[src/rtl/ftacc_pkg.sv]
// shared types, constants and saturating helpers for the force/torque accumulator
// used by every module under rtl; depends on nothing
package ftacc_pkg;

    localparam int FRAC_BITS = 16;
    localparam int ACC_WIDTH = 48;
    localparam int MAC_W     = 66;
    localparam int UF_W      = 50;
    localparam int UF_SPLIT  = 25;
    localparam int DIV_Q_W   = 34;
    localparam int NUM_W     = 64;
    localparam int NORM_BITS = 15;
    localparam int CFG_IDX_W = 3;
    localparam int STEP_W    = 5;

    typedef logic signed [31:0]          word_t;
    typedef logic signed [ACC_WIDTH-1:0] acc_t;
    typedef logic signed [MAC_W-1:0]     mac_t;

    localparam logic [1:0] KIND_FORCE   = 2'd0;
    localparam logic [1:0] KIND_TORQUE  = 2'd1;
    localparam logic [1:0] KIND_CONTACT = 2'd2;

    localparam logic [CFG_IDX_W-1:0] CFG_CENTER_X  = 3'd0;
    localparam logic [CFG_IDX_W-1:0] CFG_CENTER_Y  = 3'd1;
    localparam logic [CFG_IDX_W-1:0] CFG_CENTER_Z  = 3'd2;
    localparam logic [CFG_IDX_W-1:0] CFG_GRAVITY_X = 3'd3;
    localparam logic [CFG_IDX_W-1:0] CFG_GRAVITY_Y = 3'd4;
    localparam logic [CFG_IDX_W-1:0] CFG_GRAVITY_Z = 3'd5;
    localparam logic [CFG_IDX_W-1:0] CFG_MASS      = 3'd6;

    // multiply-accumulate program steps of the back end
    localparam logic [STEP_W-1:0] S_UU0 = 5'd0;
    localparam logic [STEP_W-1:0] S_UU1 = 5'd1;
    localparam logic [STEP_W-1:0] S_UU2 = 5'd2;
    localparam logic [STEP_W-1:0] S_UF0 = 5'd3;
    localparam logic [STEP_W-1:0] S_UF1 = 5'd4;
    localparam logic [STEP_W-1:0] S_UF2 = 5'd5;
    localparam logic [STEP_W-1:0] S_N0H = 5'd6;
    localparam logic [STEP_W-1:0] S_N0L = 5'd7;
    localparam logic [STEP_W-1:0] S_N1H = 5'd8;
    localparam logic [STEP_W-1:0] S_N1L = 5'd9;
    localparam logic [STEP_W-1:0] S_N2H = 5'd10;
    localparam logic [STEP_W-1:0] S_N2L = 5'd11;
    localparam logic [STEP_W-1:0] S_TX0 = 5'd12;
    localparam logic [STEP_W-1:0] S_TX1 = 5'd13;
    localparam logic [STEP_W-1:0] S_TY0 = 5'd14;
    localparam logic [STEP_W-1:0] S_TY1 = 5'd15;
    localparam logic [STEP_W-1:0] S_TZ0 = 5'd16;
    localparam logic [STEP_W-1:0] S_TZ1 = 5'd17;
    localparam logic [STEP_W-1:0] S_GX  = 5'd18;
    localparam logic [STEP_W-1:0] S_GY  = 5'd19;
    localparam logic [STEP_W-1:0] S_GZ  = 5'd20;

    typedef enum logic [1:0] {
        CLS_NONE,
        CLS_FORCE,
        CLS_TORQUE,
        CLS_CONTACT
    } cls_t;

    typedef enum logic [2:0] {
        B_IDLE,
        B_NORM,
        B_MUL,
        B_ACC,
        B_DIV,
        B_EMIT
    } bstate_t;

    typedef struct packed {
        cls_t        cls;
        logic        last;
        word_t [2:0] f;
        word_t [2:0] v;
    } item_t;

    typedef struct packed {
        word_t [2:0] frc;
        word_t [2:0] trq;
    } res_t;

    localparam acc_t ACC_MAX = {1'b0, {(ACC_WIDTH-1){1'b1}}};
    localparam acc_t ACC_MIN = {1'b1, {(ACC_WIDTH-1){1'b0}}};

    function automatic mac_t ext32(word_t w);
        return mac_t'(w);
    endfunction

    function automatic word_t sat32(mac_t x);
        logic fits;
        fits = (&x[MAC_W-1:31]) | ~(|x[MAC_W-1:31]);
        if (fits)
            return x[31:0];
        else if (x[MAC_W-1])
            return 32'sh8000_0000;
        else
            return 32'sh7fff_ffff;
    endfunction

    function automatic acc_t acc_add(acc_t a, mac_t b);
        logic                   fits;
        acc_t                   bc;
        logic signed [ACC_WIDTH:0] s;
        fits = (&b[MAC_W-1:ACC_WIDTH-1]) | ~(|b[MAC_W-1:ACC_WIDTH-1]);
        if (fits)
            bc = b[ACC_WIDTH-1:0];
        else if (b[MAC_W-1])
            bc = ACC_MIN;
        else
            bc = ACC_MAX;
        s = {a[ACC_WIDTH-1], a} + {bc[ACC_WIDTH-1], bc};
        if (s[ACC_WIDTH] != s[ACC_WIDTH-1])
            return s[ACC_WIDTH] ? ACC_MIN : ACC_MAX;
        else
            return s[ACC_WIDTH-1:0];
    endfunction

endpackage

[src/rtl/ftacc_front.sv]
// front end: classifies an incoming word and forms the contact offset
// depends on ftacc_pkg
module ftacc_front (
    input  logic [1:0]            req_type,
    input  logic                  last_item,
    input  ftacc_pkg::word_t [2:0] vec,
    input  ftacc_pkg::word_t [2:0] point,
    input  ftacc_pkg::word_t [2:0] center,
    output ftacc_pkg::item_t      item
);

    ftacc_pkg::word_t [2:0] v;
    logic                   nz;

    always_comb
    begin
        for (int i = 0; i < 3; i++)
        begin
            v[i] = ftacc_pkg::sat32(ftacc_pkg::ext32(center[i]) - ftacc_pkg::ext32(point[i]));
        end
        nz = |{v[0], v[1], v[2]};
    end

    always_comb
    begin
        item.last = last_item;
        item.f    = vec;
        item.v    = v;
        unique case (req_type)
            ftacc_pkg::KIND_FORCE:   item.cls = ftacc_pkg::CLS_FORCE;
            ftacc_pkg::KIND_TORQUE:  item.cls = ftacc_pkg::CLS_TORQUE;
            ftacc_pkg::KIND_CONTACT: item.cls = nz ? ftacc_pkg::CLS_CONTACT : ftacc_pkg::CLS_FORCE;
            default:                 item.cls = ftacc_pkg::CLS_NONE;
        endcase
    end

endmodule

[config.mk]
export PLATFORM = sky130hd
export DESIGN_NAME = ftacc_front
export DESIGN_NICKNAME = d
export VERILOG_FILES = /design/src/rtl/ftacc_pkg.sv /design/src/rtl/ftacc_front.sv
export SDC_FILE = /design/constraint.sdc
export NUM_CORES = 1
export LEC_CHECK = 0
export ABC_CLOCK_PERIOD_IN_PS = 7900
export BUFFER_PORTS_ARGS = -buffer_cell sky130_fd_sc_hd__buf_2
export CORE_AREA = 2 2 189 191
export DETAILED_ROUTE_END_ITERATION = 8
export DIE_AREA = 0 0 191 193
export PLACE_DENSITY_LB_ADDON = 0.05
export SETUP_SLACK_MARGIN = 0.5
export SLEW_MARGIN = 20
export SYNTH_ARGS = -nofsm -noshare
export SYNTH_HDL_FRONTEND = slang
export SYNTH_SLANG_ARGS = --single-unit
[constraint.sdc]
create_clock -name vclk -period 7.9
set_clock_uncertainty 0.2 [all_clocks]
set_input_delay 0.395 -clock vclk [all_inputs]
set_output_delay 0.395 -clock vclk [all_outputs]
set_load 0.05 [all_outputs]
==> out/results.ini, run 1 <==
[cells_and_area]
fin_area_um2 = 9160
final_common_cell = buf_2
fillers = 4080
num-nets-final = 1760
num-clock-buffers = 0
syn2layout_area_growth_pct = 13.9
drive_gt1_frac = 0.240
final_cell_mix = buf_2 (292), inv_1 (125), o21ai_0 (111), a21oi_1 (109), ha_1 (96)
design.seq.count = 0
area.sequential_um2 = 0

[detailed_routing]
routed_wl_um = 32800
post_drt_wl_per_cell_um = 17.9
postRouteAntennaNets = 0
drtPass1Iterations = 5
vias = 9057
viasPerCell = 4.94
drc = 0
drtIter0Drc = 318

[worst_hold_path]
min_to = item[111]
hold_depth = 0
min-delay-start = vec[15]
hold_path.class = in -> out

[critical_path]
cp.required_ns = 7.30
start_kind = input pin
crit_type = in -> out
endpoint_kind = output port
arrival_ns = 4.65
critPathMaxFanout = 30

[floorplanning]
core_um2 = 35000
ios = 486
die_area_um2 = 36900
die_h_um = 193
rows = 69
die_w_um = 191
initial_core_util = 0.230

[run]
cap_violations = 0

[global_routing]
grt_max_degree = 31
antenna_found_initial = 6
track_usage = 0.168
first_global_vias = 8982
grt_first_pass_wirelength_um = 49800
grt_overflow = 0

[logic_synthesis]
synth_cells = 1218
synthDistinctLibCells = 92
syn_nets = 1608
ys_warn_count = 0
syn_area_um2 = 8040
yosysSeqAreaShare = 0
postSynthAreaPerCell_um2 = 6.60

[power]
p_per_area_nw_per_um2 = 164
leakage_nw = 4.48
peakVddDrop_mv = 0.154

[timing]
fmax_mhz = 191
relSlewSlack = 0.394
finalCritPeriodShare = 0.664
period_minus_slack_ns = 5.25
final.setup.tns_ns = 0
tightest_slew_ns = 0.885
rsz0062_at_grt = no
hold_viol = 0
slew_violations = 0
final-setup-viol-count = 0

[place]
dpl_cell_area_um2 = 9130
place_hpwl_um = 28600
place_congestion = 0.852
portBuffers = 292

[clock_tree]
hold_buffers = 0
ctsResizeCount = 0
post_cts_buffers = 0

[run_status]
status = finished, final reports clean

[worst max path at each step]
stage | start | to | slack [ns] | depth (start not counted)
finish | point[48] | item[194] | 2.65 | 15
global route | point[48] | item[194] | 2.23 | 15
CTS | point[48] | item[194] | 2.69 | 15
detailed placement | point[48] | item[194] | 2.69 | 15
global placement | point[48] | item[194] | 2.75 | 15
floorplan | center[0] | item[194] | 2.54 | 14
[synth_stat cells (19+ instances only)]
library cell / number / area share
xor2_1: 39 / 0.042
xnor2_1: 49 / 0.053
buf_4: 102 / 0.095
nand3_1: 25 / 0.016
inv_1: 125 / 0.058
ha_1: 96 / 0.15
o21a_1: 22 / 0.021
nand2b_1: 25 / 0.019
o21ai_0: 112 / 0.070
clkbuf_1: 24 / 0.011
nand2_1: 95 / 0.044
maj3_1: 19 / 0.024
a21o_1: 27 / 0.025
nand4_1: 23 / 0.018
a21oi_1: 109 / 0.068
nor2_1: 65 / 0.030
[area by class of cell]
class	instances	area [um^2]	share of cell area
inverter	125	469	0.0512
multi-input combinational	947	6610	0.721
timing repair buffer	296	1490	0.163
tap	461	577	0.0630
antenna	6	15.0	0.00164
[worst max-delay path, cell delays in order]
cell and delay, ns:
buf_2 0.08, inv_1 0.03, ha_1 0.47, a21oi_1 0.11, o21ai_0 0.67, a211oi_1 0.19
o41ai_1 0.37, o21bai_1 0.20, or2_1 0.23, mux2_2 0.51, o2111ai_1 0.25, or4_1 0.55
nor4b_2 0.23, a31oi_1 0.14, buf_2 0.24
[cell families after synthesis]
group / synth area share
AO/OA/AOI/OAI: 0.336
AND/OR/NAND/NOR: 0.202
buffers and inverters: 0.181
adder cells (fa/ha/maj): 0.181
XOR/XNOR: 0.0959
multiplexers: 0.00576
[where the power goes]
| part | internal [mW] | switching (mW) |
|---|---|---|
| clock | 0.000000102 | 0 |
| sequential | 0 | 0 |
| combinational | 0.415 | 1.09 |
[layer usage]
metal	share of wire	global-route usage	up-vias
li1	-	-	4580
met1	0.47	0.224	4185
met2	0.47	0.289	236
met3	0.041	0.0147	56
met4	0.024	0.0435	0
met5	0	0	-
[through the flow]
step	total power, mW	utilization	hold WS (ns)	worst slack [ns]	instances
after floorplan	1.24	-	0.757	2.54	1218
after global placement	1.52	0.261	0.590	2.75	1829
after detailed placement	1.50	0.261	0.590	2.69	1829
after CTS	1.51	0.261	0.590	2.69	1829
after global routing	1.62	0.262	0.590	2.23	1834
final	1.50	0.262	0.590	2.65	1835
(Power assumes the default switching activity.)
==> inputs of run 2 (changes only) <==
Settings changed: ABC_CLOCK_PERIOD_IN_PS 7900 to 4400.
Clock period 7.9 ns to 4.4 ns, I/O delays scaled along.
==> run 2 against run 1 <==
Net effect: routed wire length grew 2.1%; critical endpoint unchanged; final area grew 12%; highest routed layer is now met5; clock-buffer cell count is the same; core utilization grew 3.2 points; die area is the same; sequential share of layout area is the same; largest power group unchanged; final cell count grew 5.0%; critical path type unchanged; non-clock buffer count grew 94; worst hold slack lost 0.35 ns; first-iteration DRC count grew 26%; critical path depth is the same; worst setup slack lost 2.5 ns.
==> out/results.ini, run 2 (synthesis gave the netlist of run 1 again) <==
[power]
swShare = 0.680  ; -0.0436
peakVddDrop_mv = 0.186  ; +21%
clockPowerShare = 0  ; unchanged
p_per_area_nw_per_um2 = 292  ; +78%
total_power_mw = 3.01  ; +100%
power.internal_mw = 0.962  ; +130%
power_frac_comb = 1.000  ; about the same
seqPwrFrac = 0  ; unchanged
leakage_nw = 5.06  ; +13%
p_sw_mw = 2.04  ; +88%

[critical_path]
critPathMaxFanout = 5  ; -83%
endpoint_kind = output port
start_kind = input pin
crit_path_end = item[194]
crit_type = in -> out
cp.required_ns = 3.98  ; -3.32 ns
critPathLaunch = point[32]
arrival_ns = 3.84  ; -0.81 ns

[timing]
rsz0062_at_grt = yes
slew_violations = 0  ; unchanged
whs_ns = 0.240  ; -0.350 ns
hold_viol = 0  ; unchanged
final-setup-viol-count = 0  ; unchanged
tightest_slew_ns = 0.594  ; -0.291 ns
fmax_mhz = 235
finalCritPeriodShare = 0.968
period_minus_slack_ns = 4.26
relSlewSlack = 0.601  ; +0.207

[global_routing]
track_usage = 0.171  ; +0.00284
antenna_found_initial = 3  ; -3
grt_first_pass_wirelength_um = 50900  ; +2.1%
grt_overflow = 0  ; unchanged
grt_max_degree = 29  ; -6.5%
first_global_vias = 9188  ; +2.3%

[cells_and_area]
num-nets-final = 1854  ; +5.3%
drive_gt1_frac = 0.314  ; +0.0735
design.seq.count = 0  ; unchanged
area.sequential_um2 = 0  ; unchanged
final_cell_mix = buf_2 (265), inv_1 (125), a21oi_1 (106), buf_4 (101)
final_common_cell = buf_2
num-clock-buffers = 0  ; unchanged
syn2layout_area_growth_pct = 28.0

[floorplanning]
initial_core_util = 0.230  ; unchanged
die_area_um2 = 36900  ; unchanged
die_w_um = 191  ; unchanged
ios = 486  ; unchanged
core_um2 = 35000  ; unchanged
rows = 69  ; unchanged
die_h_um = 193  ; unchanged

[place]
portBuffers = 292  ; unchanged
place_hpwl_um = 29500  ; +3.1%
place_congestion = 0.821  ; -3.6%

[detailed_routing]
viasPerCell = 4.88  ; -1.2%
drtIter0Drc = 402  ; +26%
drc = 0  ; unchanged
drtPass1Iterations = 5  ; unchanged
routed-wl-met3_um = 2280  ; +72%
postRouteAntennaNets = 0  ; unchanged
routed_wl_um = 33500  ; +2.1%
dr_wl_met2_um = 15600  ; +2.4%
top_layer = met5
vias = 9393  ; +3.7%
m1WireLength_um = 15000  ; -2.5%
post_drt_wl_per_cell_um = 17.4  ; -2.8%

[run_status]
status = finished, final reports clean

[worst_hold_path]
hold_path.class = in -> out

[run]
cap_violations = 0  ; unchanged

-- run 2: cell types whose count changed in the layout (fill, tap and decap cells not counted), sizes merged --
cell and delta:
buf +89, clkbuf +5, diode -3
-- run 2: timing repair --
item                                    in CTS  in global routing
gates cloned                                 0                  2
pin swaps                                    6                  4
hold buffers                                 0                  0
endpoints found under the setup margin      30                 52
buffers inserted                             1                  3
gates resized for setup                     16                106
-- run 2: layer usage --
metal / vias to the layer above / GRT usage
met5: - / 0.0106
met4: 2 / 0.0197
met3: 35 / 0.0340
met2: 287 / 0.297
met1: 4304 / 0.222
li1: 4765 / -
-- run 2: power groups by stage --
stage	clock network [mW]	logic (mW)	registers (mW)
detailed placement	0	2.84	0
CTS	0	2.87	0
finish	0.0000000913	3.01	0
global placement	0	2.87	0
global route	0	3.22	0
floorplan	0	2.24	0
-- run 2: worst min-delay path by stage --
stage	slack, ns	depth (start not counted)	end	startpoint
floorplan	0.41	1	item[100]	vec[4]
global placement	0.24	0	item[105]	vec[9]
detailed placement	0.24	0	item[105]	vec[9]
CTS	0.24	0	item[105]	vec[9]
global route	0.24	0	item[108]	vec[12]
finish	0.24	0	item[119]	vec[23]
-- run 2: per-stage QoR --
stage	utilization	setup slack [ns]	area (um^2)	cells	setup TNS [ns]
4_1_cts	0.284	0.0676	9920	1918	0
3_5_place_dp	0.282	-0.0736	9850	1917	-0.0736
5_1_grt	0.294	0.0255	10300	1923	0
3_3_place_gp	0.282	-0.0422	9850	1917	-0.0422
6_report	0.294	0.142	10300	1926	0
2_1_floorplan	-	0.273	8090	1218	0
-- run 2: layout make-up --
cell class | count | area [um^2]
inverter | 125 | 469
multi-input combinational | 947 | 6850
fill | 4006 | 24700
antenna | 3 | 7.51
tap | 461 | 577
timing repair buffer | 390 | 2380
-- run 2: worst max-delay path, stage by stage --
cell and delay, ns:
buf_2 0.10, ha_1 0.21, fa_1 0.41, nand2b_4 0.18, a21oi_4 0.21, o21a_1 0.19, o31ai_2 0.08, o21ba_2 0.23
mux2_4 0.26, or2_0 0.19, or4b_1 0.49, or4_4 0.45, nor4b_4 0.27, a31oi_4 0.15, buf_6 0.18
==> inputs of run 3 (changes only) <==
Settings changed: ABC_CLOCK_PERIOD_IN_PS 4400 to 4800.
Clock period 4.4 ns to 4.8 ns, I/O delays scaled along.
==> run 3 against run 2 <==
Net effect: critical path depth stayed put; via count is 3.0% lower; critical endpoint unchanged; final area is 5.9% lower; highest routed layer is now met4; worst hold slack better by 0.040 ns.
==> out/results.ini, run 3 (synthesis gave the netlist of run 1 again) <==
[cells_and_area]
final_common_cell = buf_2
final_util = 0.277  ; -0.0174
num-clock-buffers = 0  ; unchanged
final_cell_mix = buf_2 (289), inv_1 (124), o21ai_0 (107), a21oi_1 (103), nand2_1 (95)
area.sequential_um2 = 0  ; unchanged
design.seq.count = 0  ; unchanged
drive_gt1_frac = 0.291  ; -0.0234
num-nets-final = 1796  ; -3.1%
fin_area_um2 = 9680  ; -5.9%
final_cells = 1868  ; -3.0%
syn2layout_area_growth_pct = 20.4

[power]
leakage_nw = 4.67  ; -7.7%
p_per_area_nw_per_um2 = 264  ; -9.6%
peakVddDrop_mv = 0.183  ; -1.6%
total_power_mw = 2.56  ; -15%

[critical_path]
crit_type = in -> out
cp.required_ns = 4.36  ; +0.38 ns
path_buf_inv = 2  ; unchanged
cpPeakStageDelay_ns = 0.56  ; +0.07 ns
critPathMaxFanout = 3  ; -2
arrival_ns = 3.84  ; about the same
cp_slowest_cell = or4_4
critPathLaunch = point[32]
critical_path.cell_chain = buf_2, ha_1, fa_2, nand2b_4, a21oi_4, o21a_1, o31ai_2, o21ba_2, mux2_4, or2_0, or4b_4, or4_4, nor4b_4, a31oi_4, buf_6
critPathTopFamily = simple AND/OR/NAND/NOR gates
start_kind = input pin
endpoint_kind = output port

[global_routing]
busiest_layer = met2
use_met2 = 0.305  ; +0.00753
gr-usage-met3 = 0.00742  ; -0.0266
antenna_found_initial = 3  ; unchanged
grt_max_degree = 29  ; unchanged
grtUsageMet1 = 0.222  ; +0.000351
track_usage = 0.170  ; about the same
first_global_vias = 9133  ; -0.60%
grt_overflow = 0  ; unchanged
grt_first_pass_wirelength_um = 50000  ; -1.8%

[timing]
relSlewSlack = 0.609  ; +0.00767
tightest_slew_ns = 0.582  ; -0.0125 ns
hold_viol = 0  ; unchanged
fmax_mhz = 234
final-setup-viol-count = 0  ; unchanged
slew_violations = 0  ; unchanged
final.setup.tns_ns = 0  ; unchanged
period_minus_slack_ns = 4.28
rsz0062_at_grt = yes
finalCritPeriodShare = 0.892

[detailed_routing]
vias = 9115  ; -3.0%
drtIter0Drc = 404  ; +0.50%
routed_wl_um = 33300  ; -0.48%
drc = 0  ; unchanged
viasPerCell = 4.88  ; about the same
drtPass1Iterations = 5  ; unchanged
post_drt_wl_per_cell_um = 17.8  ; +2.6%
postRouteAntennaNets = 0  ; unchanged

[floorplanning]
initial_core_util = 0.230  ; unchanged
die_h_um = 193  ; unchanged
die_w_um = 191  ; unchanged
core_um2 = 35000  ; unchanged
ios = 486  ; unchanged
rows = 69  ; unchanged
die_area_um2 = 36900  ; unchanged

[place]
dpl_cell_area_um2 = 9380  ; -4.8%
place_congestion = 0.815  ; -0.68%
portBuffers = 292  ; unchanged
dp.cells = 1860  ; -3.0%
place_hpwl_um = 29400  ; -0.56%

[run_status]
status = finished, final reports clean

[run]
cap_violations = 0  ; unchanged

[worst_hold_path]
hold_path.class = in -> out
min-delay-start = vec[7]

[clock_tree]
hold_buffers = 0  ; unchanged

## run 3: path summary, 6_finish.rpt
kind              slack, ns  cells after the start   endpoint
setup / recovery       0.52                     15  item[194]
hold / removal         0.28                      0  item[103]
## run 3: cell type report
cell class         instances  area [um^2]
multi-input cells        947         6840
fillers                 4068        25300
inverters                125          472
well taps                461          577
repair buffers           332         1780
diodes                     3         7.51
## run 3: power breakdown
part	switching, mW	total (mW)	internal [mW]
combinational	1.81	2.56	0.744
sequential	0	0	0
clock	0	0.0000000839	0.0000000839
## run 3: timing repair
item | CTS | global route
setup buffers | 3 | 2
endpoints found under the hold margin | 0 | 0
endpoints found under the setup margin | 1 | 19
pin swaps | 11 | 15
resized for setup | 33 | 27
## run 3: per-stage QoR
stage	worst slack (ns)	hold WS, ns
2_1_floorplan	0.526	0.447
3_3_place_gp	0.310	0.280
3_5_place_dp	0.246	0.280
4_1_cts	0.495	0.280
5_1_grt	0.374	0.280
6_report	0.519	0.280
## run 3: per-layer routing
metal	routed length, um	vias up
met4	910	0
li1	-	4650
met5	0	-
met3	1120	70
met2	16300	186
met1	15000	4209
