File: src/rtl/ftacc_pkg.sv
// shared types, constants and saturating helpers for the force/torque accumulator
// used by every module under rtl; depends on nothing
package ftacc_pkg;

    localparam int FRAC_BITS = 16;
    localparam int ACC_WIDTH = 48;
    localparam int MAC_W     = 66;
    localparam int UF_W      = 50;
    localparam int UF_SPLIT  = 25;
    localparam int DIV_Q_W   = 34;
    localparam int NUM_W     = 64;
    localparam int NORM_BITS = 15;
    localparam int CFG_IDX_W = 3;
    localparam int STEP_W    = 5;

    typedef logic signed [31:0]          word_t;
    typedef logic signed [ACC_WIDTH-1:0] acc_t;
    typedef logic signed [MAC_W-1:0]     mac_t;

    localparam logic [1:0] KIND_FORCE   = 2'd0;
    localparam logic [1:0] KIND_TORQUE  = 2'd1;
    localparam logic [1:0] KIND_CONTACT = 2'd2;

    localparam logic [CFG_IDX_W-1:0] CFG_CENTER_X  = 3'd0;
    localparam logic [CFG_IDX_W-1:0] CFG_CENTER_Y  = 3'd1;
    localparam logic [CFG_IDX_W-1:0] CFG_CENTER_Z  = 3'd2;
    localparam logic [CFG_IDX_W-1:0] CFG_GRAVITY_X = 3'd3;
    localparam logic [CFG_IDX_W-1:0] CFG_GRAVITY_Y = 3'd4;
    localparam logic [CFG_IDX_W-1:0] CFG_GRAVITY_Z = 3'd5;
    localparam logic [CFG_IDX_W-1:0] CFG_MASS      = 3'd6;

    // multiply-accumulate program steps of the back end
    localparam logic [STEP_W-1:0] S_UU0 = 5'd0;
    localparam logic [STEP_W-1:0] S_UU1 = 5'd1;
    localparam logic [STEP_W-1:0] S_UU2 = 5'd2;
    localparam logic [STEP_W-1:0] S_UF0 = 5'd3;
    localparam logic [STEP_W-1:0] S_UF1 = 5'd4;
    localparam logic [STEP_W-1:0] S_UF2 = 5'd5;
    localparam logic [STEP_W-1:0] S_N0H = 5'd6;
    localparam logic [STEP_W-1:0] S_N0L = 5'd7;
    localparam logic [STEP_W-1:0] S_N1H = 5'd8;
    localparam logic [STEP_W-1:0] S_N1L = 5'd9;
    localparam logic [STEP_W-1:0] S_N2H = 5'd10;
    localparam logic [STEP_W-1:0] S_N2L = 5'd11;
    localparam logic [STEP_W-1:0] S_TX0 = 5'd12;
    localparam logic [STEP_W-1:0] S_TX1 = 5'd13;
    localparam logic [STEP_W-1:0] S_TY0 = 5'd14;
    localparam logic [STEP_W-1:0] S_TY1 = 5'd15;
    localparam logic [STEP_W-1:0] S_TZ0 = 5'd16;
    localparam logic [STEP_W-1:0] S_TZ1 = 5'd17;
    localparam logic [STEP_W-1:0] S_GX  = 5'd18;
    localparam logic [STEP_W-1:0] S_GY  = 5'd19;
    localparam logic [STEP_W-1:0] S_GZ  = 5'd20;

    typedef enum logic [1:0] {
        CLS_NONE,
        CLS_FORCE,
        CLS_TORQUE,
        CLS_CONTACT
    } cls_t;

    typedef enum logic [2:0] {
        B_IDLE,
        B_NORM,
        B_MUL,
        B_ACC,
        B_DIV,
        B_EMIT
    } bstate_t;

    typedef struct packed {
        cls_t        cls;
        logic        last;
        word_t [2:0] f;
        word_t [2:0] v;
    } item_t;

    typedef struct packed {
        word_t [2:0] frc;
        word_t [2:0] trq;
    } res_t;

    localparam acc_t ACC_MAX = {1'b0, {(ACC_WIDTH-1){1'b1}}};
    localparam acc_t ACC_MIN = {1'b1, {(ACC_WIDTH-1){1'b0}}};

    function automatic mac_t ext32(word_t w);
        return mac_t'(w);
    endfunction

    function automatic word_t sat32(mac_t x);
        logic fits;
        fits = (&x[MAC_W-1:31]) | ~(|x[MAC_W-1:31]);
        if (fits)
            return x[31:0];
        else if (x[MAC_W-1])
            return 32'sh8000_0000;
        else
            return 32'sh7fff_ffff;
    endfunction

    function automatic acc_t acc_add(acc_t a, mac_t b);
        logic                   fits;
        acc_t                   bc;
        logic signed [ACC_WIDTH:0] s;
        fits = (&b[MAC_W-1:ACC_WIDTH-1]) | ~(|b[MAC_W-1:ACC_WIDTH-1]);
        if (fits)
            bc = b[ACC_WIDTH-1:0];
        else if (b[MAC_W-1])
            bc = ACC_MIN;
        else
            bc = ACC_MAX;
        s = {a[ACC_WIDTH-1], a} + {bc[ACC_WIDTH-1], bc};
        if (s[ACC_WIDTH] != s[ACC_WIDTH-1])
            return s[ACC_WIDTH] ? ACC_MIN : ACC_MAX;
        else
            return s[ACC_WIDTH-1:0];
    endfunction

endpackage

File: src/rtl/ftacc_fifo.sv
// two-entry queue of classified words between front and back end
// depends on ftacc_pkg
module ftacc_fifo (
    input  logic             clk,
    input  logic             rst_n,
    input  logic             wr_en,
    input  ftacc_pkg::item_t wr_item,
    output logic             full,
    input  logic             rd_en,
    output ftacc_pkg::item_t rd_item,
    output logic             empty
);

    ftacc_pkg::item_t mem_reg [2];
    logic             wr_ptr_reg, wr_ptr_next;
    logic             rd_ptr_reg, rd_ptr_next;
    logic [1:0]       cnt_reg, cnt_next;
    logic             do_wr, do_rd;

    assign full    = (cnt_reg == 2'd2);
    assign empty   = (cnt_reg == 2'd0);
    assign do_wr   = wr_en && !full;
    assign do_rd   = rd_en && !empty;
    assign rd_item = mem_reg[rd_ptr_reg];

    always_comb
    begin
        wr_ptr_next = do_wr ? ~wr_ptr_reg : wr_ptr_reg;
        rd_ptr_next = do_rd ? ~rd_ptr_reg : rd_ptr_reg;
        cnt_next    = cnt_reg + 2'(do_wr) - 2'(do_rd);
    end

    always_ff @(posedge clk or negedge rst_n)
    begin
        if (!rst_n)
        begin
            wr_ptr_reg <= 1'b0;
            rd_ptr_reg <= 1'b0;
            cnt_reg    <= 2'd0;
        end
        else
        begin
            wr_ptr_reg <= wr_ptr_next;
            rd_ptr_reg <= rd_ptr_next;
            cnt_reg    <= cnt_next;
        end
    end

    always_ff @(posedge clk)
    begin
        if (do_wr)
        begin
            mem_reg[wr_ptr_reg] <= wr_item;
        end
    end

endmodule

File: config.mk
export PLATFORM = sky130hd
export DESIGN_NAME = ftacc_fifo
export DESIGN_NICKNAME = d
export VERILOG_FILES = /design/src/rtl/ftacc_pkg.sv /design/src/rtl/ftacc_fifo.sv
export SDC_FILE = /design/constraint.sdc
export NUM_CORES = 1
export LEC_CHECK = 0
export ABC_AREA = 1
export BUFFER_PORTS_ARGS = -buffer_cell sky130_fd_sc_hd__buf_2
export CAP_MARGIN = 20
export CORE_ASPECT_RATIO = 0.6
export CORE_MARGIN = 2
export CORE_UTILIZATION = 56
export DETAILED_ROUTE_END_ITERATION = 8
export GPL_TIMING_DRIVEN = 0
export PLACE_DENSITY = 0.85
export SLEW_MARGIN = 5
export SYNTH_ARGS = -nofsm -noshare
export SYNTH_HDL_FRONTEND = slang
export SYNTH_SLANG_ARGS = --single-unit
File: constraint.sdc
create_clock -name clk -period 15.1 [get_ports clk]
set_clock_uncertainty 0.05 [all_clocks]
set_input_delay 1.51 -clock clk [delete_from_list [all_inputs] [get_ports clk]]
set_output_delay 1.51 -clock clk [all_outputs]
set_load 0.005 [all_outputs]
==> impl_metrics.env, run 1 <==
export IMPL_clk_pin_slew_ns=0.06
export IMPL_vias=9532
export IMPL_worst_pin_slew_ns=0.6366
export IMPL_intPower_mw=2.363
export IMPL_setup_tns_ns=0
export IMPL_num_nets_final=1694
export IMPL_place_gp_congestion=0.8014
export IMPL_grt_pass1_vias=9190
export IMPL_setup_worst_path_class="reg2out"
export IMPL_synthesis_instances=1052
export IMPL_p_sw_share_pct=32.93
export IMPL_rows=45
export IMPL_grt_overflow=0
export IMPL_combPwrFrac_pct=32.4
export IMPL_p_total_mw=3.524
export IMPL_fmax_mhz=288.5
export IMPL_cts_resized=0
export IMPL_die_w_um=211.4
export IMPL_rsz0062_at_grt="no"
export IMPL_grt_use_total_pct=25.00
export IMPL_maxCapViolations=0
export IMPL_powerDensity_nw_per_um2=194.5
export IMPL_post_cts_buffers=0
export IMPL_wire_per_inst_um=18.83
export IMPL_drt_iter0_drc=686
export IMPL_synth_top_cell_area_share_pct=81.04
export IMPL_ir_worst_vdd_v=0.0001493
export IMPL_ff_latch_area_um2=11810
export IMPL_crit_path_start_kind="flop"
export IMPL_dp_hpwl_mm=24.01
export IMPL_drive_gt1_share_pct=32.59
export IMPL_nFillCells=1593
export IMPL_synth_net_count=1253
export IMPL_slew_viol_final=0
export IMPL_start_util_pct=57.04
export IMPL_fp_coreArea_um2=25340
export IMPL_clkPwrFrac_pct=23.7
export IMPL_p_leak_nw=7.895
export IMPL_status="finished clean"
export IMPL_fin_crit_sh_pct=22.95
export IMPL_ys_seq_elements=394
export IMPL_final_util_pct=71.51
export IMPL_multi_input_area_um2=2296
export IMPL_cts_tree="done"
export IMPL_numCtsBuffers=36
export IMPL_yosysTopAreaCell="edfxtp_1"
export IMPL_netlist_cell_type_count=12
export IMPL_ctsHoldBuffers=0
export IMPL_min_path_cells=1
export IMPL_portBuffers=395
export IMPL_relSlewSlack_pct=57.56
export IMPL_cts_root_buf="clkbuf_16"
export IMPL_grt_pass1_wl_mm=50.74
export IMPL_worstPathArrival_ns=1.91
export IMPL_syn_area_per_cell_um2=13.74
export IMPL_r2r_start="cnt_reg[0]"
export IMPL_final_hold_violation_count=0
export IMPL_dr_pass1_iters=6
export IMPL_io_pins=396
export IMPL_rrSetupSlack_ns=12.73
export IMPL_clockBufferDepth=3
export IMPL_dieArea_um2=27150
export IMPL_power_switching_mw=1.160
export IMPL_grt_antenna_before_repair=8
export IMPL_hp_class="reg2reg"
export IMPL_worstHoldStart="cnt_reg[0]"
export IMPL_synth_warnings=0
export IMPL_wl_mm=34.91
export IMPL_synth_area_um2=14450
export IMPL_worstSkewPairLatency_ns=0.50
export IMPL_end_kind="output pin"
export IMPL_vias_per_cell=5.141
export IMPL_drc=0
export IMPL_seqPwrFrac_pct=43.8
export IMPL_grt_max_degree=123
export IMPL_r2r_cells=8
export IMPL_worstHoldEndpoint="cnt_reg[0]"
export IMPL_critPathRequiredTime_ns=13.54
export IMPL_cts_max_level=2
export IMPL_setup_viol=0
export IMPL_ant_nets=0
export IMPL_crit_fanout=11
export IMPL_yosysSeqAreaShare_pct=81.73
export IMPL_synthTopCellsByArea="edfxtp_1, nand2_1, buf_6"
export IMPL_min_period_ns=3.466
export IMPL_die_h_um=128.4
export IMPL_area_growth_pct=25.38
export IMPL_clock_sinks=394
export IMPL_largest_reg_flops=390
export IMPL_r2r_end="mem_reg[1][119]"
## routing by layer
metal	track usage [%]	part of all wire (%)	routed length [µm]
met3	9.080	11	3906
met4	8.036	2.6	891
met2	42.71	50	17370
met5	0	0.097	34
met1	30.02	36	12710
## power groups by stage
stage | sequential (mW) | combinational, mW | clock [mW]
floorplan | 1.62 | 0.571 | 0
global placement | 1.66 | 1.07 | 0
detailed placement | 1.57 | 1.14 | 0
CTS | 1.54 | 1.15 | 0.851
global route | 1.56 | 1.25 | 0.896
finish | 1.54 | 1.14 | 0.836
## worst max path at each step
stage | from | end | slack, ns | depth (start not counted)
6_report | rd_ptr_reg | rd_item[111] | 11.63 | 6
3_5_place_dp | wr_en | mem_reg[1][117] | 11.62 | 7
2_1_floorplan | wr_en | mem_reg[1][0] | 4.62 | 2
5_1_grt | rd_ptr_reg | rd_item[107] | 11.48 | 6
3_3_place_gp | wr_en | mem_reg[1][120] | 0.36 | 3
4_1_cts | rd_ptr_reg | rd_item[110] | 11.57 | 6
## placed cells by master, fill, tap and decap left out, types with 2 or more instances in the layout
cell        count
dfrtp_1         4
nand3_1         3
inv_1           9
clkinv_2        6
buf_12          6
clkinvlp_4      3
buf_4           6
clkbuf_16      37
ha_1            2
buf_16          2
clkbuf_1        9
clkinv_1        7
edfxtp_1      390
nand2_1       598
buf_6          13
diode_2         9
buf_2         416
## metrics by stage
step / cell area (µm²) / cells / worst slack (ns) / hold slack, ns
floorplan: 14450 / 1052 / 4.618 / 0.3919
global placement: 16840 / 1776 / 0.3596 / 0.4030
detailed placement: 17030 / 1784 / 11.62 / 0.4519
CTS: 18100 / 1845 / 11.57 / 0.4661
global route: 18100 / 1848 / 11.48 / 0.4919
finish: 18120 / 1854 / 11.63 / 0.4641
## Yosys cell counts
cell / n
nand2_1: 598
nand3_1: 3
clkbuf_1: 3
ha_1: 2
edfxtp_1: 390
buf_2: 21
buf_4: 6
buf_6: 13
inv_1: 10
inv_4: 1
dfrtp_1: 4
nor2_1: 1
## logic make-up after synthesis
family / share of synthesized area (%)
adders and majority gates: 0.1731
and+or+nand+nor: 15.66
DFF: 81.73
buffers and inverters: 2.433
## layout make-up
cell class | count | share of cell area, %
inverters | 11 | 0.2831
clock buffers | 43 | 5.234
multi-input cells | 604 | 12.67
clock inverters | 18 | 0.6491
diodes | 9 | 0.1243
well taps | 329 | 2.272
repair buffers | 403 | 11.88
flip-flops and latches | 394 | 65.19
plain buffers | 43 | 1.699
## critical path: stages (launching register included)
cell and delay, ns:
dfrtp_1 0.32, buf_4 0.17, buf_4 0.24, buf_2 0.33, nand2_1 0.10, nand2_1 0.08
buf_2 0.15
Note: power is estimated with default switching activity, not from simulation.
==> run 2, diff against run 1 <==
- CORE_UTILIZATION: 56 -> 52
- PLACE_DENSITY: 0.85 -> 0.79
- clock period: 15.1 -> 3.57 ns (I/O delays scaled with it)
==> run 2 against run 1 <==
  * Final cell count up 13%
  * Global-route usage grew 2.0 points
  * First-iteration DRC count up 19%
  * Via count up 11%
  * Design area is 12% higher
  * Worst hold slack got worse by 0.42 ns
  * Critical endpoint is now rd_item[172]
==> impl_metrics.env, run 2 (synthesized netlist as in run 1, its figures left out) <==
export IMPL_final_hold_violation_count=0
export IMPL_min_path_cells=3
export IMPL_portBuffers=395
export IMPL_dp_cells=1827
export IMPL_cts_max_level=2
export IMPL_hold_ws_ns=0.04590
export IMPL_area_growth_pct=40.18
export IMPL_grt_pass1_wl_mm=59.17
export IMPL_slew_viol_final=0
export IMPL_largest_reg_flops=390
export IMPL_critPathMaxStageDelay_ns=0.37
export IMPL_crit_path_start_kind="flop"
export IMPL_rsz0062_at_grt="no"
export IMPL_numCtsBuffers=37
export IMPL_grt_use_total_pct=26.99
export IMPL_vias_per_cell=5.080
export IMPL_worstHoldStart="rd_en"
export IMPL_p_leak_nw=8.778
export IMPL_setup_worst_path_class="reg2out"
export IMPL_ff_latch_area_um2=11810
export IMPL_final_util_pct=73.77
export IMPL_worstSkewPairLatency_ns=0.50
export IMPL_worstPathCellList="buf_4, inv_4, buf_6, buf_4, nand2_1, nand2_1, buf_2"
export IMPL_r2r_end="mem_reg[1][75]"
export IMPL_dieArea_um2=29180
export IMPL_num_nets_final=1896
export IMPL_drive_gt1_share_pct=29.31
export IMPL_start_util_pct=52.62
export IMPL_end_kind="output pin"
export IMPL_nFillCells=1609
export IMPL_post_layout_nonfiller_instances=2087
export IMPL_p_total_mw=15.49
export IMPL_wire_per_inst_um=19.17
export IMPL_cts_tree="done"
export IMPL_worstHoldEndpoint="rd_ptr_reg"
export IMPL_finalInstanceArea_um2=20260
export IMPL_io_pins=396
export IMPL_wl_mm=40.00
export IMPL_crit_fanout=10
export IMPL_clock_sinks=394
export IMPL_clockBufferDepth=3
export IMPL_fp_coreArea_um2=27460
export IMPL_r2r_cells=6
export IMPL_dr_pass1_iters=5
export IMPL_rows=47
export IMPL_layout_common_cells="nand2_1, buf_2, edfxtp_1, dlygate4sd3_1, clkbuf_16"
export IMPL_crit_slowest_cell="dfrtp_1"
export IMPL_grt_pass1_vias=10620
export IMPL_drt_iter0_drc=819
export IMPL_ir_worst_vdd_v=0.0005082
export IMPL_powerDensity_nw_per_um2=764.5
export IMPL_fin_crit_sh_pct=65.80
export IMPL_place_gp_congestion=0.8183
export IMPL_vias=10600
export IMPL_ant_nets=0
export IMPL_status="finished clean"
export IMPL_grt_antenna_before_repair=4
export IMPL_setup_viol=0
export IMPL_worst_pin_slew_ns=0.7241
export IMPL_worstPathArrival_ns=1.94
export IMPL_relSlewSlack_pct=51.61
export IMPL_critPathRequiredTime_ns=3.16
export IMPL_cts_root_buf="clkbuf_16"
export IMPL_rrSetupSlack_ns=1.35
export IMPL_die_h_um=133.1
export IMPL_grt_max_degree=41
export IMPL_r2r_start="cnt_reg[1]"
export IMPL_placed_cell_area_um2=17200
export IMPL_grt_overflow=0
export IMPL_clk_pin_slew_ns=0.06
export IMPL_min_period_ns=2.349
export IMPL_final_common_cell="nand2_1"
export IMPL_dp_hpwl_mm=23.70
export IMPL_maxCapViolations=0
export IMPL_cts_resized=0
export IMPL_hp_class="in2reg"
export IMPL_drc=0
export IMPL_die_w_um=219.2
export IMPL_fmax_mhz=425.7
export IMPL_multi_input_area_um2=2306
[run 2: cell types whose count changed in the layout (fill, tap and decap cells not counted), sizes merged]
cell and delta:
dlygate4sd3 +196, buf +5, diode -5, clkinv -3, clkbuf +2, clkinvlp -2, bufinv +1, inv +1
[run 2: layout make-up]
cell class	instances	area share (%)
tap	367	2.267
antenna	4	0.04941
sequential	394	58.30
buffer	43	1.519
timing repair buffer	604	20.88
clock inverter	15	0.6485
inverter	11	0.2347
clock buffer	45	4.719
multi-input combinational	604	11.38
[run 2: worst max path at each step]
stage	slack, ns	end	from
finish	1.22	rd_item[172]	rd_ptr_reg
global route	1.14	rd_item[172]	rd_ptr_reg
CTS	1.21	rd_item[111]	rd_ptr_reg
detailed placement	1.35	mem_reg[1][75]	cnt_reg[1]
global placement	-2.03	mem_reg[0][80]	cnt_reg[0]
floorplan	-0.35	mem_reg[1][0]	cnt_reg[1]
[run 2: power breakdown]
part           internal [mW]  switching [mW]
logic                   1.96            3.30
clock network           2.05            1.64
registers               6.29           0.248
[run 2: layer usage]
metal  share of wire, %  global-route usage [%]  up-vias
met2                 50                   46.75      587
li1                   -                       -     4833
met5                  0                       0        -
met3                 10                   7.854       95
met4                3.5                   10.32        0
met1                 36                   32.12     5088
[run 2: repair_timing]
| item | CTS | global route |
|---|---|---|
| hold buffers | 196 | 0 |
| buffers inserted | 0 | 0 |
| hold endpoints to repair | 394 | 0 |
[run 2: metrics by stage]
stage	setup WS (ns)	setup TNS [ns]
floorplan	-0.3503	-135.29
global placement	-2.026	-759.53
detailed placement	1.351	0
CTS	1.208	0
global route	1.136	0
finish	1.221	0
[run 2: critical path, delay by kind of cell, from the launching register on]
family,cells,cell delay (ns)
buffers and inverters,5,0.81
flip-flops,1,0.37
AND/OR/NAND/NOR,2,0.24
==> run 3, diff against run 2 <==
- clock period: 3.57 -> 2.43 ns (I/O delays scaled with it)
==> run 3 against run 2 <==
  * Core utilization up 0.073 points
  * Die area unchanged
  * Combinational power up 47%
  * Power up 47%
  * Clock power up 47%
  * Sequential cell count unchanged
  * Register-to-register slack worse by 1.2 ns
  * First-iteration DRC count down 8.9%
  * Sequential power up 47%
  * Critical endpoint unchanged
  * Highest routed layer unchanged
==> impl_metrics.env, run 3 (synthesized netlist as in run 1, its figures left out) <==
export IMPL_grt_overflow=0
export IMPL_wl_mm=39.94
export IMPL_drt_iter0_drc=746
export IMPL_critPathMaxStageDelay_ns=0.37
export IMPL_nFillCells=1608
export IMPL_worstPathArrival_ns=1.95
export IMPL_critPathRequiredTime_ns=2.14
export IMPL_final_hold_violation_count=0
export IMPL_grt_antenna_before_repair=4
export IMPL_die_w_um=219.2
export IMPL_die_h_um=133.1
export IMPL_grt_pass1_vias=10660
export IMPL_hold_ws_ns=0.04907
export IMPL_maxCapViolations=0
export IMPL_powerDensity_nw_per_um2=1121
export IMPL_cts_root_buf="clkbuf_16"
export IMPL_top_layer="met4"
export IMPL_hp_class="in2async"
export IMPL_finalInstanceArea_um2=20280
export IMPL_worstPathCellList="buf_4, inv_4, buf_6, buf_4, nand2_1, nand2_1, buf_2"
export IMPL_ir_worst_vdd_v=0.0007440
export IMPL_vias=10650
export IMPL_wire_per_inst_um=19.12
export IMPL_io_pins=396
export IMPL_rows=47
export IMPL_numCtsBuffers=37
export IMPL_fin_crit_sh_pct=92.17
export IMPL_portBuffers=395
export IMPL_grt_max_degree=41
export IMPL_dp_hpwl_mm=23.70
export IMPL_min_period_ns=2.240
export IMPL_crit_path_start_kind="flop"
export IMPL_status="finished clean"
export IMPL_cts_resized=0
export IMPL_drc=0
export IMPL_final_common_cell="nand2_1"
export IMPL_num_nets_final=1898
export IMPL_setup_tns_ns=0
export IMPL_grt_pass1_wl_mm=59.17
export IMPL_largest_reg_flops=390
export IMPL_drive_gt1_share_pct=29.28
export IMPL_p_leak_nw=8.787
export IMPL_dr_wl_met3_mm=4.164
export IMPL_crit_slowest_cell="dfrtp_1"
export IMPL_dr_pass1_iters=5
export IMPL_worstSkewPairLatency_ns=0.50
export IMPL_layout_common_cells="nand2_1, buf_2, edfxtp_1, dlygate4sd3_1, clkbuf_16"
export IMPL_setup_worst_path_class="reg2out"
export IMPL_fmax_mhz=446.5
export IMPL_dieArea_um2=29180
export IMPL_grt_use_total_pct=26.97
export IMPL_relSlewSlack_pct=50.62
export IMPL_vias_per_cell=5.099
export IMPL_setup_slack_ns=0.1902
export IMPL_clockBufferDepth=3
export IMPL_crit_fanout=10
export IMPL_cts_tree="done"
export IMPL_worst_pin_slew_ns=0.7390
export IMPL_clk_pin_slew_ns=0.06
export IMPL_wl_met1_mm=14.41
export IMPL_fp_coreArea_um2=27460
export IMPL_slew_viol_final=0
export IMPL_area_growth_pct=40.32
export IMPL_cts_max_level=2
export IMPL_start_util_pct=52.62
export IMPL_p_total_mw=22.74
export IMPL_dp_slack_ns=0.2108
export IMPL_setup_viol=0
export IMPL_ant_nets=0
export IMPL_wl_met2_mm=19.85
export IMPL_rsz0062_at_grt="no"
export IMPL_place_gp_congestion=0.8183
export IMPL_clock_sinks=394
export IMPL_end_kind="output pin"
export IMPL_placed_cell_area_um2=17200
-- run 3: layer usage --
| layer | global-route usage, % | vias up |
|---|---|---|
| li1 | - | 4837 |
| met1 | 32.10 | 5097 |
| met2 | 46.54 | 607 |
| met3 | 7.854 | 111 |
| met4 | 10.70 | 0 |
| met5 | 0 | - |
-- run 3: worst max-delay path, delay by kind of cell (launching register included) --
kind / cells / cell delay, ns
buf+inv: 5 / 0.81
simple gates: 2 / 0.24
flops: 1 / 0.37
-- run 3: repair_timing --
action	CTS	global route
setup buffers	0	0
hold buffers	198	0
endpoints found under the hold margin	396	0
-- run 3: report_power, final --
group | total [mW] | internal, mW | leakage, nW | switching, mW
Combinational | 7.73 | 2.88 | 4.57 | 4.85
Sequential | 9.61 | 9.24 | 3.68 | 0.364
Clock | 5.41 | 3.01 | 0.537 | 2.39
-- run 3: cell type report --
class	count	area, µm²	area share, %
Timing Repair Buffer	606	4249	20.95
Sequential cell	394	11810	58.25
Clock inverter	15	131.4	0.6479
Buffer	43	307.8	1.518
Clock buffer	45	955.9	4.714
Tap cell	367	459.2	2.264
Inverter	11	47.55	0.2345
Multi-Input combinational cell	604	2306	11.37
Antenna cell	4	10.01	0.04936
-- run 3: path summary, 6_finish.rpt --
kind / from / endpoint / slack, ns / depth (start not counted)
max in group asynchronous: rst_n / cnt_reg[1] / 2.15 / 2
min in group clk: wr_item[170] / mem_reg[0][170] / 0.40 / 2
worst min-delay path: rst_n / rd_ptr_reg / 0.05 / 2
worst max-delay path: rd_ptr_reg / rd_item[172] / 0.19 / 7
worst max register to register: cnt_reg[1] / mem_reg[1][75] / 0.19 / 6
worst min register to register: wr_ptr_reg / wr_ptr_reg / 0.43 / 2
-- run 3: through the flow --
stage	utilization, %	cells
after floorplan	-	1052
after global placement	61.57	1814
after detailed placement	62.63	1827
after CTS	73.80	2085
after global routing	73.84	2089
final	73.84	2089
